`src/design/utlw_pkg.sv`:
```
// Package for the UTF-8 text line wrapper: record types, byte codes, limits.
// No dependencies; used by utlw_core, utf8_text_line_wrapper and the testbench.
`default_nettype none

package utlw_pkg;

  localparam int unsigned MAX_CHARS_DEF = 128;
  localparam int unsigned MAX_LINES_DEF = 8;
  localparam int unsigned MAX_RES       = 5;
  localparam int unsigned RES_CNT_W     = $clog2(MAX_RES + 1);

  localparam logic [7:0] CAP_RESET = 8'd32;

  localparam logic [7:0] BYTE_BACKSLASH = 8'h5C;
  localparam logic [7:0] BYTE_LOWER_R   = 8'h72;
  localparam logic [7:0] BYTE_LOWER_N   = 8'h6E;
  localparam logic [7:0] BYTE_CR        = 8'h0D;
  localparam logic [7:0] BYTE_LF        = 8'h0A;

  localparam logic [7:0] LEAD1_MASK = 8'h80;
  localparam logic [7:0] LEAD1_VAL  = 8'h00;
  localparam logic [7:0] LEAD2_MASK = 8'hE0;
  localparam logic [7:0] LEAD2_VAL  = 8'hC0;
  localparam logic [7:0] LEAD3_MASK = 8'hF0;
  localparam logic [7:0] LEAD3_VAL  = 8'hE0;
  localparam logic [7:0] LEAD4_MASK = 8'hF8;
  localparam logic [7:0] LEAD4_VAL  = 8'hF0;

  typedef enum logic {
    REC_LINE    = 1'b0,
    REC_SUMMARY = 1'b1
  } rec_kind_e;

  typedef struct packed {
    rec_kind_e   kind;
    logic [2:0]  line_number;
    logic [6:0]  first_char;
    logic [7:0]  end_char;
    logic [7:0]  total_chars;
    logic [3:0]  total_lines;
  } rec_t;

  // UTF-8 sequence length from the lead byte; invalid leads count as one byte
  function automatic logic [2:0] lead_length(logic [7:0] b);
    logic [2:0] len;
    if ((b & LEAD1_MASK) == LEAD1_VAL) begin
      len = 3'd1;
    end else if ((b & LEAD2_MASK) == LEAD2_VAL) begin
      len = 3'd2;
    end else if ((b & LEAD3_MASK) == LEAD3_VAL) begin
      len = 3'd3;
    end else if ((b & LEAD4_MASK) == LEAD4_VAL) begin
      len = 3'd4;
    end else begin
      len = 3'd1;
    end
    return len;
  endfunction

endpackage

`default_nettype wire

```
`src/design/utlw_if.sv`:
```
// Request channels of the UTF-8 text line wrapper: byte input and record output.
// No dependencies on other files.
`default_nettype none

interface utlw_in_if;
  logic       valid;
  logic       ready;
  logic [7:0] text_byte;
  logic       is_final;

  modport source (output valid, output text_byte, output is_final, input ready);
  modport sink   (input valid, input text_byte, input is_final, output ready);
endinterface

interface utlw_out_if;
  logic       valid;
  logic       ready;
  logic       record_kind;
  logic [2:0] line_number;
  logic [6:0] first_char;
  logic [7:0] end_char;
  logic [7:0] total_chars;
  logic [3:0] total_lines;
  logic       run_end;

  modport source (output valid, output record_kind, output line_number, output first_char,
                  output end_char, output total_chars, output total_lines, output run_end,
                  input ready);
  modport sink   (input valid, input record_kind, input line_number, input first_char,
                  input end_char, input total_chars, input total_lines, input run_end,
                  output ready);
endinterface

`default_nettype wire

```
`src/design/utlw_core.sv`:
```
// Wrapper state and single-pass step logic: escape filtering, UTF-8 grouping,
// greedy line closing. Produces up to MAX_RES records per byte. Uses utlw_pkg.
`default_nettype none

module utlw_core #(
  parameter int unsigned MAX_CHARS = utlw_pkg::MAX_CHARS_DEF,
  parameter int unsigned MAX_LINES = utlw_pkg::MAX_LINES_DEF
) (
  input  wire logic                              clk_i,
  input  wire logic                              rst_ni,
  input  wire logic                              take_i,
  input  wire logic [7:0]                        text_byte_i,
  input  wire logic                              is_final_i,
  input  wire logic [7:0]                        cap_i,
  output utlw_pkg::rec_t                         res_o [utlw_pkg::MAX_RES],
  output logic [utlw_pkg::RES_CNT_W-1:0]         res_cnt_o
);

  localparam int unsigned CW  = $clog2(MAX_CHARS + 1);
  localparam int unsigned LW  = $clog2(MAX_LINES + 1);
  localparam int unsigned RCW = utlw_pkg::RES_CNT_W;

  typedef struct packed {
    logic          held;
    logic          char_open;
    logic [2:0]    len_exp;
    logic [2:0]    len_seen;
    logic [CW-1:0] idx;
    logic [CW-1:0] line_begin;
    logic [7:0]    units;
    logic [LW-1:0] lines;
  } st_t;

  typedef struct packed {
    st_t            st;
    logic           emit;
    utlw_pkg::rec_t rec;
  } step_t;

  st_t st_q, st_d;

  function automatic step_t char_done(st_t s, logic [1:0] w, logic [7:0] cap);
    step_t      r;
    logic [8:0] sum;
    r      = '0;
    r.st   = s;
    r.emit = 1'b0;
    sum    = {1'b0, s.units} + 9'(w);
    if (s.lines < LW'(MAX_LINES)) begin
      if (s.idx > s.line_begin && sum > {1'b0, cap}) begin
        r.emit                = 1'b1;
        r.rec.kind            = utlw_pkg::REC_LINE;
        r.rec.line_number     = 3'(s.lines);
        r.rec.first_char      = 7'(s.line_begin);
        r.rec.end_char        = 8'(s.idx);
        r.rec.total_chars     = 8'(s.idx + CW'(1));
        r.rec.total_lines     = 4'(s.lines + LW'(1));
        r.st.lines            = s.lines + LW'(1);
        r.st.line_begin       = s.idx;
        r.st.units            = 8'(w);
      end else begin
        r.st.units = 8'(sum);
      end
    end
    r.st.idx       = s.idx + CW'(1);
    r.st.char_open = 1'b0;
    r.st.len_exp   = 3'd0;
    r.st.len_seen  = 3'd0;
    return r;
  endfunction

  function automatic step_t split_take(st_t s, logic [7:0] b, logic [7:0] cap);
    step_t r;
    st_t   t;
    r      = '0;
    r.st   = s;
    r.emit = 1'b0;
    t      = s;
    if (s.idx < CW'(MAX_CHARS)) begin
      if (!s.char_open) begin
        t.len_exp  = utlw_pkg::lead_length(b);
        t.len_seen = 3'd1;
        if (t.len_exp == 3'd1) begin
          r = char_done(t, 2'd1, cap);
        end else begin
          t.char_open = 1'b1;
          r.st        = t;
        end
      end else begin
        t.len_seen = s.len_seen + 3'd1;
        if (t.len_seen >= t.len_exp) begin
          r = char_done(t, 2'd2, cap);
        end else begin
          r.st = t;
        end
      end
    end
    return r;
  endfunction

  always_comb begin
    st_t                   s;
    step_t                 r;
    logic                  skip;
    logic [RCW-1:0]        n;
    utlw_pkg::rec_t        res [utlw_pkg::MAX_RES];
    s    = st_q;
    r    = '0;
    skip = 1'b0;
    n    = '0;
    for (int i = 0; i < utlw_pkg::MAX_RES; i++) begin
      res[i] = '0;
    end

    if (s.held) begin
      s.held = 1'b0;
      if (text_byte_i == utlw_pkg::BYTE_LOWER_R || text_byte_i == utlw_pkg::BYTE_LOWER_N) begin
        skip = 1'b1;
      end else begin
        r = split_take(s, utlw_pkg::BYTE_BACKSLASH, cap_i);
        s = r.st;
        if (r.emit) begin
          res[n] = r.rec;
          n      = n + RCW'(1);
        end
      end
    end

    if (!skip) begin
      if (text_byte_i == utlw_pkg::BYTE_CR || text_byte_i == utlw_pkg::BYTE_LF) begin
        s.held = 1'b0;
      end else if (text_byte_i == utlw_pkg::BYTE_BACKSLASH) begin
        s.held = 1'b1;
      end else begin
        r = split_take(s, text_byte_i, cap_i);
        s = r.st;
        if (r.emit) begin
          res[n] = r.rec;
          n      = n + RCW'(1);
        end
      end
    end

    if (is_final_i) begin
      if (s.held) begin
        s.held = 1'b0;
        r      = split_take(s, utlw_pkg::BYTE_BACKSLASH, cap_i);
        s      = r.st;
        if (r.emit) begin
          res[n] = r.rec;
          n      = n + RCW'(1);
        end
      end
      if (s.char_open) begin
        r = char_done(s, (s.len_seen > 3'd1) ? 2'd2 : 2'd1, cap_i);
        s = r.st;
        if (r.emit) begin
          res[n] = r.rec;
          n      = n + RCW'(1);
        end
      end
      if (s.line_begin < s.idx && s.lines < LW'(MAX_LINES)) begin
        res[n].kind        = utlw_pkg::REC_LINE;
        res[n].line_number = 3'(s.lines);
        res[n].first_char  = 7'(s.line_begin);
        res[n].end_char    = 8'(s.idx);
        res[n].total_chars = 8'(s.idx);
        res[n].total_lines = 4'(s.lines + LW'(1));
        s.lines            = s.lines + LW'(1);
        n                  = n + RCW'(1);
      end
      res[n].kind        = utlw_pkg::REC_SUMMARY;
      res[n].line_number = 3'd0;
      res[n].first_char  = 7'd0;
      res[n].end_char    = 8'd0;
      res[n].total_chars = 8'(s.idx);
      res[n].total_lines = 4'(s.lines);
      n                  = n + RCW'(1);
      s                  = '0;
    end

    st_d      = s;
    res_o     = res;
    res_cnt_o = n;
  end

  always_ff @(posedge clk_i or negedge rst_ni) begin
    if (!rst_ni) begin
      st_q <= '0;
    end else if (take_i) begin
      st_q <= st_d;
    end
  end

endmodule

`default_nettype wire

```
`src/design/utf8_text_line_wrapper.sv`:
```
// UTF-8 text line wrapper top level: config register, record buffer, handshakes.
// A taken byte's records appear in the next cycle, one per cycle while ready.
// Throughput: one byte per cycle while bytes make no records; a byte with N
// records holds the input until the last of them is being taken.
// Reset clears all text state and empties the buffer; cap_q returns to 32.
// Depends on utlw_pkg, utlw_if and utlw_core.
`default_nettype none

module utf8_text_line_wrapper #(
  parameter int unsigned MAX_CHARS = utlw_pkg::MAX_CHARS_DEF,
  parameter int unsigned MAX_LINES = utlw_pkg::MAX_LINES_DEF
) (
  input  wire logic        clk_i,
  input  wire logic        rst_ni,
  input  wire logic        cfg_we_i,
  input  wire logic [7:0]  cfg_wdata_i,
  utlw_in_if.sink          in_i,
  utlw_out_if.source       out_o
);

  localparam int unsigned RCW = utlw_pkg::RES_CNT_W;

  logic [7:0]            cap_q;
  utlw_pkg::rec_t        res_d [utlw_pkg::MAX_RES];
  utlw_pkg::rec_t        res_q [utlw_pkg::MAX_RES];
  logic [RCW-1:0]        cnt_d;
  logic [RCW-1:0]        cnt_q;
  logic [RCW-1:0]        rd_q;
  logic [RCW-1:0]        rd_idx;
  logic                  buf_valid;
  logic                  last_out;
  logic                  take;
  logic                  out_fire;
  utlw_pkg::rec_t        cur;

  assign buf_valid = (rd_q != cnt_q);
  assign last_out  = ((rd_q + RCW'(1)) == cnt_q);
  assign out_fire  = buf_valid && out_o.ready;
  assign in_i.ready = !buf_valid || (last_out && out_o.ready);
  assign take      = in_i.valid && in_i.ready;

  assign rd_idx = buf_valid ? rd_q : '0;
  assign cur    = res_q[rd_idx];

  assign out_o.valid       = buf_valid;
  assign out_o.record_kind = cur.kind;
  assign out_o.line_number = cur.line_number;
  assign out_o.first_char  = cur.first_char;
  assign out_o.end_char    = cur.end_char;
  assign out_o.total_chars = cur.total_chars;
  assign out_o.total_lines = cur.total_lines;
  assign out_o.run_end     = last_out;

  utlw_core #(
    .MAX_CHARS (MAX_CHARS),
    .MAX_LINES (MAX_LINES)
  ) u_core (
    .clk_i       (clk_i),
    .rst_ni      (rst_ni),
    .take_i      (take),
    .text_byte_i (in_i.text_byte),
    .is_final_i  (in_i.is_final),
    .cap_i       (cap_q),
    .res_o       (res_d),
    .res_cnt_o   (cnt_d)
  );

  always_ff @(posedge clk_i or negedge rst_ni) begin
    if (!rst_ni) begin
      cap_q <= utlw_pkg::CAP_RESET;
    end else if (cfg_we_i) begin
      cap_q <= cfg_wdata_i;
    end
  end

  always_ff @(posedge clk_i or negedge rst_ni) begin
    if (!rst_ni) begin
      cnt_q <= '0;
      rd_q  <= '0;
    end else if (take) begin
      cnt_q <= cnt_d;
      rd_q  <= '0;
    end else if (out_fire) begin
      rd_q <= rd_q + RCW'(1);
    end
  end

  always_ff @(posedge clk_i) begin
    if (take) begin
      res_q <= res_d;
    end
  end

endmodule

`default_nettype wire

```
`src/flat_wrapper.sv`:
```
// flat-port wrapper written by rule: the top's interface ports become plain ports
module utf8_text_line_wrapper_flat 
#(
  parameter int unsigned MAX_CHARS = utlw_pkg::MAX_CHARS_DEF,
  parameter int unsigned MAX_LINES = utlw_pkg::MAX_LINES_DEF
)
  (clk_i, rst_ni, cfg_we_i, cfg_wdata_i, in_i_valid, in_i_text_byte, in_i_is_final, in_i_ready, out_o_valid, out_o_record_kind, out_o_line_number, out_o_first_char, out_o_end_char, out_o_total_chars, out_o_total_lines, out_o_run_end, out_o_ready);
  utlw_in_if in_i_i ();
  utlw_out_if out_o_i ();
  input  wire logic clk_i;
  input  wire logic rst_ni;
  input  wire logic cfg_we_i;
  input  wire logic [7:0] cfg_wdata_i;
  input wire logic [$bits(in_i_i.valid)-1:0] in_i_valid;
  input wire logic [$bits(in_i_i.text_byte)-1:0] in_i_text_byte;
  input wire logic [$bits(in_i_i.is_final)-1:0] in_i_is_final;
  output wire logic [$bits(in_i_i.ready)-1:0] in_i_ready;
  output wire logic [$bits(out_o_i.valid)-1:0] out_o_valid;
  output wire logic [$bits(out_o_i.record_kind)-1:0] out_o_record_kind;
  output wire logic [$bits(out_o_i.line_number)-1:0] out_o_line_number;
  output wire logic [$bits(out_o_i.first_char)-1:0] out_o_first_char;
  output wire logic [$bits(out_o_i.end_char)-1:0] out_o_end_char;
  output wire logic [$bits(out_o_i.total_chars)-1:0] out_o_total_chars;
  output wire logic [$bits(out_o_i.total_lines)-1:0] out_o_total_lines;
  output wire logic [$bits(out_o_i.run_end)-1:0] out_o_run_end;
  input wire logic [$bits(out_o_i.ready)-1:0] out_o_ready;
  assign in_i_i.valid = in_i_valid;
  assign in_i_i.text_byte = in_i_text_byte;
  assign in_i_i.is_final = in_i_is_final;
  assign in_i_ready = in_i_i.ready;
  assign out_o_valid = out_o_i.valid;
  assign out_o_record_kind = out_o_i.record_kind;
  assign out_o_line_number = out_o_i.line_number;
  assign out_o_first_char = out_o_i.first_char;
  assign out_o_end_char = out_o_i.end_char;
  assign out_o_total_chars = out_o_i.total_chars;
  assign out_o_total_lines = out_o_i.total_lines;
  assign out_o_run_end = out_o_i.run_end;
  assign out_o_i.ready = out_o_ready;
  utf8_text_line_wrapper #(.MAX_CHARS(MAX_CHARS), .MAX_LINES(MAX_LINES)) u_core (.clk_i(clk_i), .rst_ni(rst_ni), .cfg_we_i(cfg_we_i), .cfg_wdata_i(cfg_wdata_i), .in_i(in_i_i), .out_o(out_o_i));
endmodule
```
`config.mk`:
```
export PLATFORM = sky130hd
export DESIGN_NAME = utf8_text_line_wrapper_flat
export DESIGN_NICKNAME = d
export VERILOG_FILES = /design/src/design/utlw_pkg.sv /design/src/design/utlw_if.sv /design/src/design/utlw_core.sv /design/src/design/utf8_text_line_wrapper.sv /design/src/flat_wrapper.sv
export SDC_FILE = /design/constraint.sdc
export NUM_CORES = 1
export LEC_CHECK = 0
export BUFFER_PORTS_ARGS = -buffer_cell sky130_fd_sc_hd__buf_4
export CAP_MARGIN = 10
export CORE_MARGIN = 2
export CORE_UTILIZATION = 35
export CTS_BUF_LIST = sky130_fd_sc_hd__clkbuf_16
export DETAILED_ROUTE_END_ITERATION = 7
export GPL_ROUTABILITY_DRIVEN = 1
export MAX_ROUTING_LAYER = met4
export PLACE_DENSITY = 0.46
export REMOVE_ABC_BUFFERS = 1
export SYNTH_ARGS = -nofsm -noshare
export SYNTH_HDL_FRONTEND = slang
export SYNTH_SLANG_ARGS = --single-unit
```
`constraint.sdc`:
```
create_clock -name clk_i -period 16.2 [get_ports clk_i]
set_clock_uncertainty 0.2 [all_clocks]
set_input_delay 4.86 -clock clk_i [delete_from_list [all_inputs] [get_ports clk_i]]
set_output_delay 4.86 -clock clk_i [all_outputs]
set_load 0.01 [all_outputs]
```
* Yosys cells after proc, flatten, opt, wreduce, memory -nomap -nowiden *
Index checks and enable logic that the tools add are counted.

word-level totals
  register bits after elaboration = 205
  input bits = 22

operators by class
  order comparisons = 35
  equal/unequal tests = 13
  $add $sub $neg = 25
  reduce and logical (&&, ||, !) cells = 22
  bitwise gates (word level) = 6
  multiplexer cells = 172

operator list
  kind                   count
  $bwmux W155            15
  $mux W155              13
  $demux W31 S3          15
  $mux W68               7
  $mux W52               9
  $mux W67               6
  $mux W36               11
  $mux W35               10
  $mux W31               10
  $mux W32               6
  $mux W8                14
  $mux W3                34
  $bmux W31 S3           1
  $gt A9 B8 Y1           7
  $mux W30               2
  $mux W28               2
  $mux W27               2
  $mux W20               2
  $add A8 B1 Y8 const B  4
  $gt A8 B8 Y1           4
  $add A3 B1 Y3 const B  9
  $add A8 B1 Y9 const B  3
  $add A8 B2 Y9 const B  3
  $eq A8 B7 Y1 const B   3
  26 further kinds       81

* Longest topological paths before layout *
Gate-level depths: netlist of run 1.

  word-level depth = 71
  gate-level depth with buffers = 81

* Cells and area by module *
A second synthesis of run 1 with hierarchy kept.

second synthesis, totals
  cell total of the unflattened synthesis = 2,569
  area, all modules = 20,946.3 um^2

modules (own cells, without submodules)
  module                  area an instance (um^2)  instances  cells an instance
  utlw_core               13,819.5                 1          2,089
  utf8_text_line_wrapper  7,126.8                  1          480

* Least setup slack after synthesis of run 1 *
OpenSTA, ideal clock, no wires.

  kind = input port to flip-flop
  start point = input port in_i_text_byte[6]
  end point = register u_core.res_q[105] in the netlist's numbering (data pin)
  arrival time = 16,919 ps
  data required time = 15,824 ps
  path buffers = 7
  path slack = -1,095 ps
  cell stages on the path = 67
  cells stage by stage = nor2b_1 -> o2111ai_4 -> and2_1 -> buf_2 -> a41oi_1 -> a32o_1 -> a21boi_4 -> ha_1 -> clkbuf_1 -> o21ai_1 -> o31a_1 -> or2_2 -> ha_1 -> a2111oi_0 -> a32oi_1 -> nand2_1 -> a21oi_1 -> a31oi_1 -> [31 not listed] -> o221ai_1 -> nor3_2 -> a21oi_2 -> clkbuf_1 -> buf_1 -> nor2_1 -> a21o_1 -> inv_1 -> ha_1 -> nor2b_1 -> o21ai_0 -> nand2_1 -> a211oi_1 -> o211a_2 -> buf_4 -> mux2i_1 -> nand2_2 -> o32ai_1

RTL lines
  element               line                          source
  start, declared       flat_wrapper.sv:15            input wire logic [$bits(in_i_i.text_byte)-1:0] in_i_text_byte;
  end signal, assigned  utf8_text_line_wrapper.sv:90  res_q <= res_d;
  end, declared         utf8_text_line_wrapper.sv:25  utlw_pkg::rec_t res_q [utlw_pkg::MAX_RES];

==> metrics.cfg, run 1 <==
[status]
violations=setup timing
outcome=complete, but fails checks

[floorplan]
die_area_mm2=0.0616
initial_utilization_pct=35.4
fp.coreArea_mm2=0.0590
ios=56
die_width_um=248
rows=89
die_h_um=248

[final_layout]
antenna_cells=0
nNetsFinal=3328
drive_gt1_share_pct=33.6
area_delta_synth_final_pct=42.0

[yosys]
yosys.cell_count.top_type=nor2_1
netlist.area_leader.share_pct=22.3
dominantRegCellSynth=edfxtp_1
synth_area_leader_cell=edfxtp_1
synth.distinct_cells=115
yosys-top-cells-count=317 x nor2_1, 257 x nand2_1, 191 x a21oi_1, 179 x o21ai_0, 155 x edfxtp_1
yosysSeqAreaShare_pct=28.3
yosys-top-cells-area=edfxtp_1 22%, ha_1 8.7%, dfrtp_1 5.9%
synth_area_per_cell_um2=7.97
synth_enable_flop_cells=155
synth-seq-cells=205
synthArstFlopShare_pct=24.4
ys.warnings.count=0
netlist_area_mm2=0.0209
netlist_instances=2618

[sta]
finalHoldViolCount=0
worst_slack_ps=-192
worst_pin_slew_ps=1280
fmaxAchievable_ghz=0.0610
setup_violations=120
tns_ps=-8860
hold_ws_ps=310
finalCriticalPeriod_ps=16390
fin_crit_sh_pct=101
slew_headroom_pct=14.4
slew_violations=0
rsz0062_at_grt=yes

[run]
maxCapViolations=0

[hold_path]
min_path_type=reg2reg

[route]
via_per_inst=6.12
via_count=24200
wire_per_inst_um=27.9
drtIter0Drc=2004
ant_nets=0
drc_errors=0
wl_um=110000
dr.pass1.iters=7

[critical_path]
crit_arrival_ps=16480
path_common_cell=buf_6
start_kind=input pin
worstSetupPathType=in2reg
required_ps=16290
path_max_fanout=8
worst_path_max_delay_cell=or4_4
cp-end-kind=flip-flop
cpPeakStageDelay_ps=540

[clock_network]
htreeDepth=1
cts_tree=done
clk_latency_ps=600
ctsHoldBuffers=0
clk_path_buf_depth=3
path_clk_slew_ps=60
cts_root_buffer=clkbuf_16
cts_buffers=27
cts_num_sinks=205

[global_route]
grt_pass1_wl_um=157000
antenna_found_initial=1
grt.total_usage_pct=35.6
grt_pass1_vias=23400
grt-ovfl-total=0
grt_start_max_net_pins=77

[placement]
dpl.hpwl_um=83500
numPortBuffers=55
gp_congestion=1.09

[final timing paths]
| check | startpoint | to | slack, ps | depth (start not counted) |
|---|---|---|---|---|
| worst max-delay path | in_i_text_byte[2] | u_core.res_q[129]$_DFFE_PP_ | -190 | 69 |
| worst min-delay path | u_core.cnt_q[0]$_DFFE_PN0P_ | u_core.cnt_q[0]$_DFFE_PN0P_ | 310 | 2 |
| worst max register to register | u_core.u_core.st_q[5]$_DFFE_PN0P_ | u_core.res_q[129]$_DFFE_PP_ | 1420 | 77 |
| worst min register to register | u_core.cnt_q[0]$_DFFE_PN0P_ | u_core.cnt_q[0]$_DFFE_PN0P_ | 310 | 2 |
| max in group asynchronous | rst_ni | u_core.rd_q[0]$_DFFE_PN0P_ | 10960 | 1 |
| min in group asynchronous | rst_ni | u_core.cap_q[3]$_DFFE_PN0P_ | 4130 | 1 |
[registers in the layout, summed over array words and instances, names as in the netlist]
name / cells
u_core.u_core.st_q: 36
u_core.rd_q: 3
u_core.cnt_q: 3
u_core.cap_q: 8
u_core.res_q: 155
[cells by family (layout without fill, tap and decap cells)]
group	count (synthesis)	after routing	share of synthesized area [%]
adders and majority gates	146	146	8.79
DFF	205	205	28.3
buffers and inverters	272	832	5.31
AOI/OAI and AO/OA	872	872	28.0
and+or+nand+nor	933	933	20.8
xor gates and xnor gates	107	107	4.71
muxes	83	83	4.09
[metrics by stage]
| step | area (um^2) | instances | worst slack, ps | util [%] |
|---|---|---|---|---|
| after global routing | 29600 | 3951 | -677 | 50.2 |
| after floorplan | 20100 | 2444 | -2090 | - |
| after global placement | 25900 | 3815 | -1990 | 44.0 |
| final | 29600 | 3951 | -192 | 50.2 |
| after CTS | 27800 | 3903 | 4.98 | 47.1 |
| after detailed placement | 26000 | 3816 | -2170 | 44.0 |
[repair_timing]
item	CTS	global route
cloned	4	6
gates resized for setup	150	280
setup endpoints to repair	158	158
buffers inserted	37	53
pin swaps	57	112
[cell type report]
class / instances / area [um^2]
flip-flops and latches: 205 / 5910
multi-input cells: 2141 / 15700
fillers: 5745 / 29400
clock buffers: 27 / 676
clock inverters: 20 / 168
inverters: 98 / 375
well taps: 773 / 967
repair buffers: 687 / 5900
[cells in the final DEF (no fill, tap or decap), types with 36 or more instances in the layout]
| master | netlist | routed |
|---|---|---|
| edfxtp_1 | 155 | 155 |
| buf_6 | 2 | 36 |
| a21oi_1 | 191 | 171 |
| xnor2_1 | 78 | 70 |
| nand2_1 | 257 | 250 |
| o22ai_1 | 72 | 59 |
| o21ai_0 | 179 | 145 |
| nor2_1 | 317 | 295 |
| dfrtp_1 | 49 | 47 |
| buf_4 | 7 | 604 |
| ha_1 | 145 | 130 |
| inv_1 | 89 | 81 |
| mux2i_1 | 68 | 61 |
| a211oi_1 | 78 | 56 |
| nand3_1 | 118 | 107 |
[metal layers]
layer / routed length (um) / track usage (%)
met5: 0 / -
met4: 7960 / 21.0
met3: 6900 / 4.15
met2: 52100 / 58.1
met1: 43400 / 42.2
[worst max-delay path, delay by kind of cell]
family | cells | cell delay [ps]
xor gates and xnor gates | 2 | 330
buffers and inverters | 16 | 2230
muxes | 1 | 230
and+or+nand+nor | 18 | 3310
AOI/OAI and AO/OA | 27 | 4180
adders and majority gates | 5 | 1310
Power of run 1 is left out: the tool's default activity adds up to more than one toggle a clock period on the data nets, which glitch-free logic cannot reach.
==> inputs of run 2 (changes only) <==
--- a/config.mk
+++ b/config.mk
@@ -7,6 +7,7 @@
 export LEC_CHECK = 0
 export BUFFER_PORTS_ARGS = -buffer_cell sky130_fd_sc_hd__buf_4
 export CAP_MARGIN = 10
+export CORE_ASPECT_RATIO = 0.9
 export CORE_MARGIN = 2
 export CORE_UTILIZATION = 35
 export CTS_BUF_LIST = sky130_fd_sc_hd__clkbuf_16
==> metrics.cfg, run 2 (same netlist as run 1, synthesis figures left out) <==
[status]
outcome=finished, final reports clean  ; was complete, but fails checks

[sta]
finalCriticalPeriod_ps=16090  ; was 16390 ps
setup_violations=0  ; was 120
slew_headroom_pct=13.1  ; was 14.4%
rsz0062_at_grt=yes  ; unchanged
finalHoldViolCount=0  ; unchanged
fin_crit_sh_pct=99.3  ; was 101%
slew_violations=0  ; unchanged
worst_pin_slew_ps=1300  ; was 1280 ps
fmaxAchievable_ghz=0.0622  ; was 0.0610 GHz

[critical_path]
path_common_cell=a21oi_2  ; was buf_6
start_kind=input pin  ; unchanged
required_ps=16290  ; about the same
crit_buf_inv=15  ; was 16
worst_path_max_delay_cell=fa_2  ; was or4_4
crit_arrival_ps=16170  ; was 16480 ps
path_max_fanout=8  ; unchanged
cp_top_family=compound AO/OA/AOI/OAI gates  ; unchanged
cp-end-kind=flip-flop  ; unchanged
cpPeakStageDelay_ps=570  ; was 540 ps
rrSetupSlack_ps=1910  ; was 1420 ps
worstSetupPathType=in2reg  ; unchanged

[route]
wl_um=109000  ; was 110000 um
dr.pass1.iters=6  ; was 7
ant_nets=0  ; unchanged
wire_per_inst_um=27.8  ; was 27.9 um
drc_errors=0  ; unchanged
drtIter0Drc=2890  ; was 2004
via_per_inst=6.20  ; was 6.12
via_count=24300  ; was 24200

[final_layout]
regMostFlops=u_core.res_q  ; unchanged
top_regs=u_core.res_q: 155 flops, u_core.u_core.st_q: 36 flops, u_core.cap_q: 8 flops  ; unchanged
design_area_mm2=0.0296  ; about the same
largest_reg_flops=155  ; unchanged
drive_gt1_share_pct=34.6  ; was 33.6%
final_common_cell=buf_4  ; unchanged
layout_common_cells=567 x buf_4, 271 x nor2_1, 250 x nand2_1, 161 x a21oi_1, 155 x edfxtp_1  ; was 604 x buf_4, 295 x nor2_1, 250 x nand2_1, 171 x a21oi_1, 155 x edfxtp_1
nNetsFinal=3295  ; was 3328
final_util_pct=50.5  ; was 50.2%
area_delta_synth_final_pct=41.9  ; was 42.0%

[floorplan]
die_h_um=236  ; was 248 um
die_area_mm2=0.0616  ; about the same
initial_utilization_pct=35.6  ; was 35.4%
rows=84  ; was 89
die_width_um=261  ; was 248 um
fp.coreArea_mm2=0.0586  ; was 0.0590 mm^2
ios=56  ; unchanged

[run]
maxCapViolations=0  ; unchanged

[global_route]
grt-ovfl-total=0  ; unchanged
grt_start_max_net_pins=65  ; was 77
grt.total_usage_pct=35.0  ; was 35.6%
grt_pass1_wl_um=156000  ; was 157000 um
antenna_found_initial=1  ; unchanged
grt_pass1_vias=22800  ; was 23400

[placement]
numPortBuffers=55  ; unchanged
postPlaceCellArea_mm2=0.0259  ; was 0.0260 mm^2
gp_congestion=1.03  ; was 1.09
dpl.hpwl_um=82800  ; was 83500 um

[clock_network]
htreeDepth=1  ; unchanged
cts_buffers=27  ; unchanged
cts_num_sinks=205  ; unchanged
clk_latency_ps=580  ; was 600 ps
path_clk_slew_ps=60  ; about the same
cts_tree=done  ; unchanged
clk_path_buf_depth=3  ; unchanged
cts_root_buffer=clkbuf_16  ; unchanged

[hold_path]
min_path_type=reg2reg  ; unchanged

-- run 2: cell count changes in the layout (fill, tap and decap cells not counted), moves of 6 or more --
cell | previous run | this run
buf_4 | 604 | 567
nor2_1 | 295 | 271
nor2_2 | 14 | 31
a21oi_2 | 21 | 32
a21oi_1 | 171 | 161
a211oi_1 | 56 | 47
mux2i_1 | 61 | 53
buf_6 | 36 | 43
nor2_4 | 13 | 20
a211oi_2 | 24 | 30
-- run 2: worst paths after layout --
| path | startpoint | end | cells after the start |
|---|---|---|---|
| max | in_i_text_byte[2] | u_core.res_q[139]$_DFFE_PP_ | 69 |
| min reg2reg | u_core.cnt_q[0]$_DFFE_PN0P_ | u_core.cnt_q[0]$_DFFE_PN0P_ | 2 |
| min in group asynchronous | rst_ni | u_core.u_core.st_q[31]$_DFFE_PN0P_ | 1 |
| min | u_core.cnt_q[0]$_DFFE_PN0P_ | u_core.cnt_q[0]$_DFFE_PN0P_ | 2 |
| max in group asynchronous | rst_ni | u_core.rd_q[0]$_DFFE_PN0P_ | 1 |
| max reg2reg | u_core.u_core.st_q[4]$_DFFE_PN0P_ | u_core.res_q[139]$_DFFE_PP_ | 73 |
-- run 2: layer usage --
metal / vias to the layer above / global-route usage, % / wire length (um)
li1: 10800 / - / -
met3: 180 / 6.41 / 10100
met2: 1180 / 48.8 / 45100
met1: 12100 / 51.5 / 50500
met5: - / - / 0
met4: 0 / 8.56 / 3200
-- run 2: what timing repair did --
action	CTS	global route
setup buffers	20	44
endpoints found under the hold margin	0	0
setup endpoints to repair	158	158
gates resized for setup	88	398
pin swaps	44	154
hold buffers	0	0
gates cloned	1	5
-- run 2: area by class of cell --
type	count	area (um^2)
fill	5667	29000
multi-input combinational	2141	15800
sequential	205	5910
timing repair buffer	654	5620
tap	774	968
clock buffer	27	676
inverter	98	375
clock inverter	23	275
antenna	1	2.50
-- run 2: tightest hold or removal path, delay by kind of cell (launching register included) --
kind | cells | cell delay [ps]
compound gates | 1 | 60
flops | 1 | 360
simple gates | 1 | 50
-- run 2: stage by stage --
step / TNS (ps) / instances / setup slack (ps) / hold slack, ps
floorplan: -251600 / 2444 / -2090 / 270
global placement: -184070 / 3811 / -1450 / 287
detailed placement: -191740 / 3811 / -1460 / 291
CTS: -1.89 / 3880 / -1.11 / 305
global route: -41230 / 3922 / -409 / 360
finish: 0 / 3923 / 112 / 299
Power of run 2 is left out for the same reason.
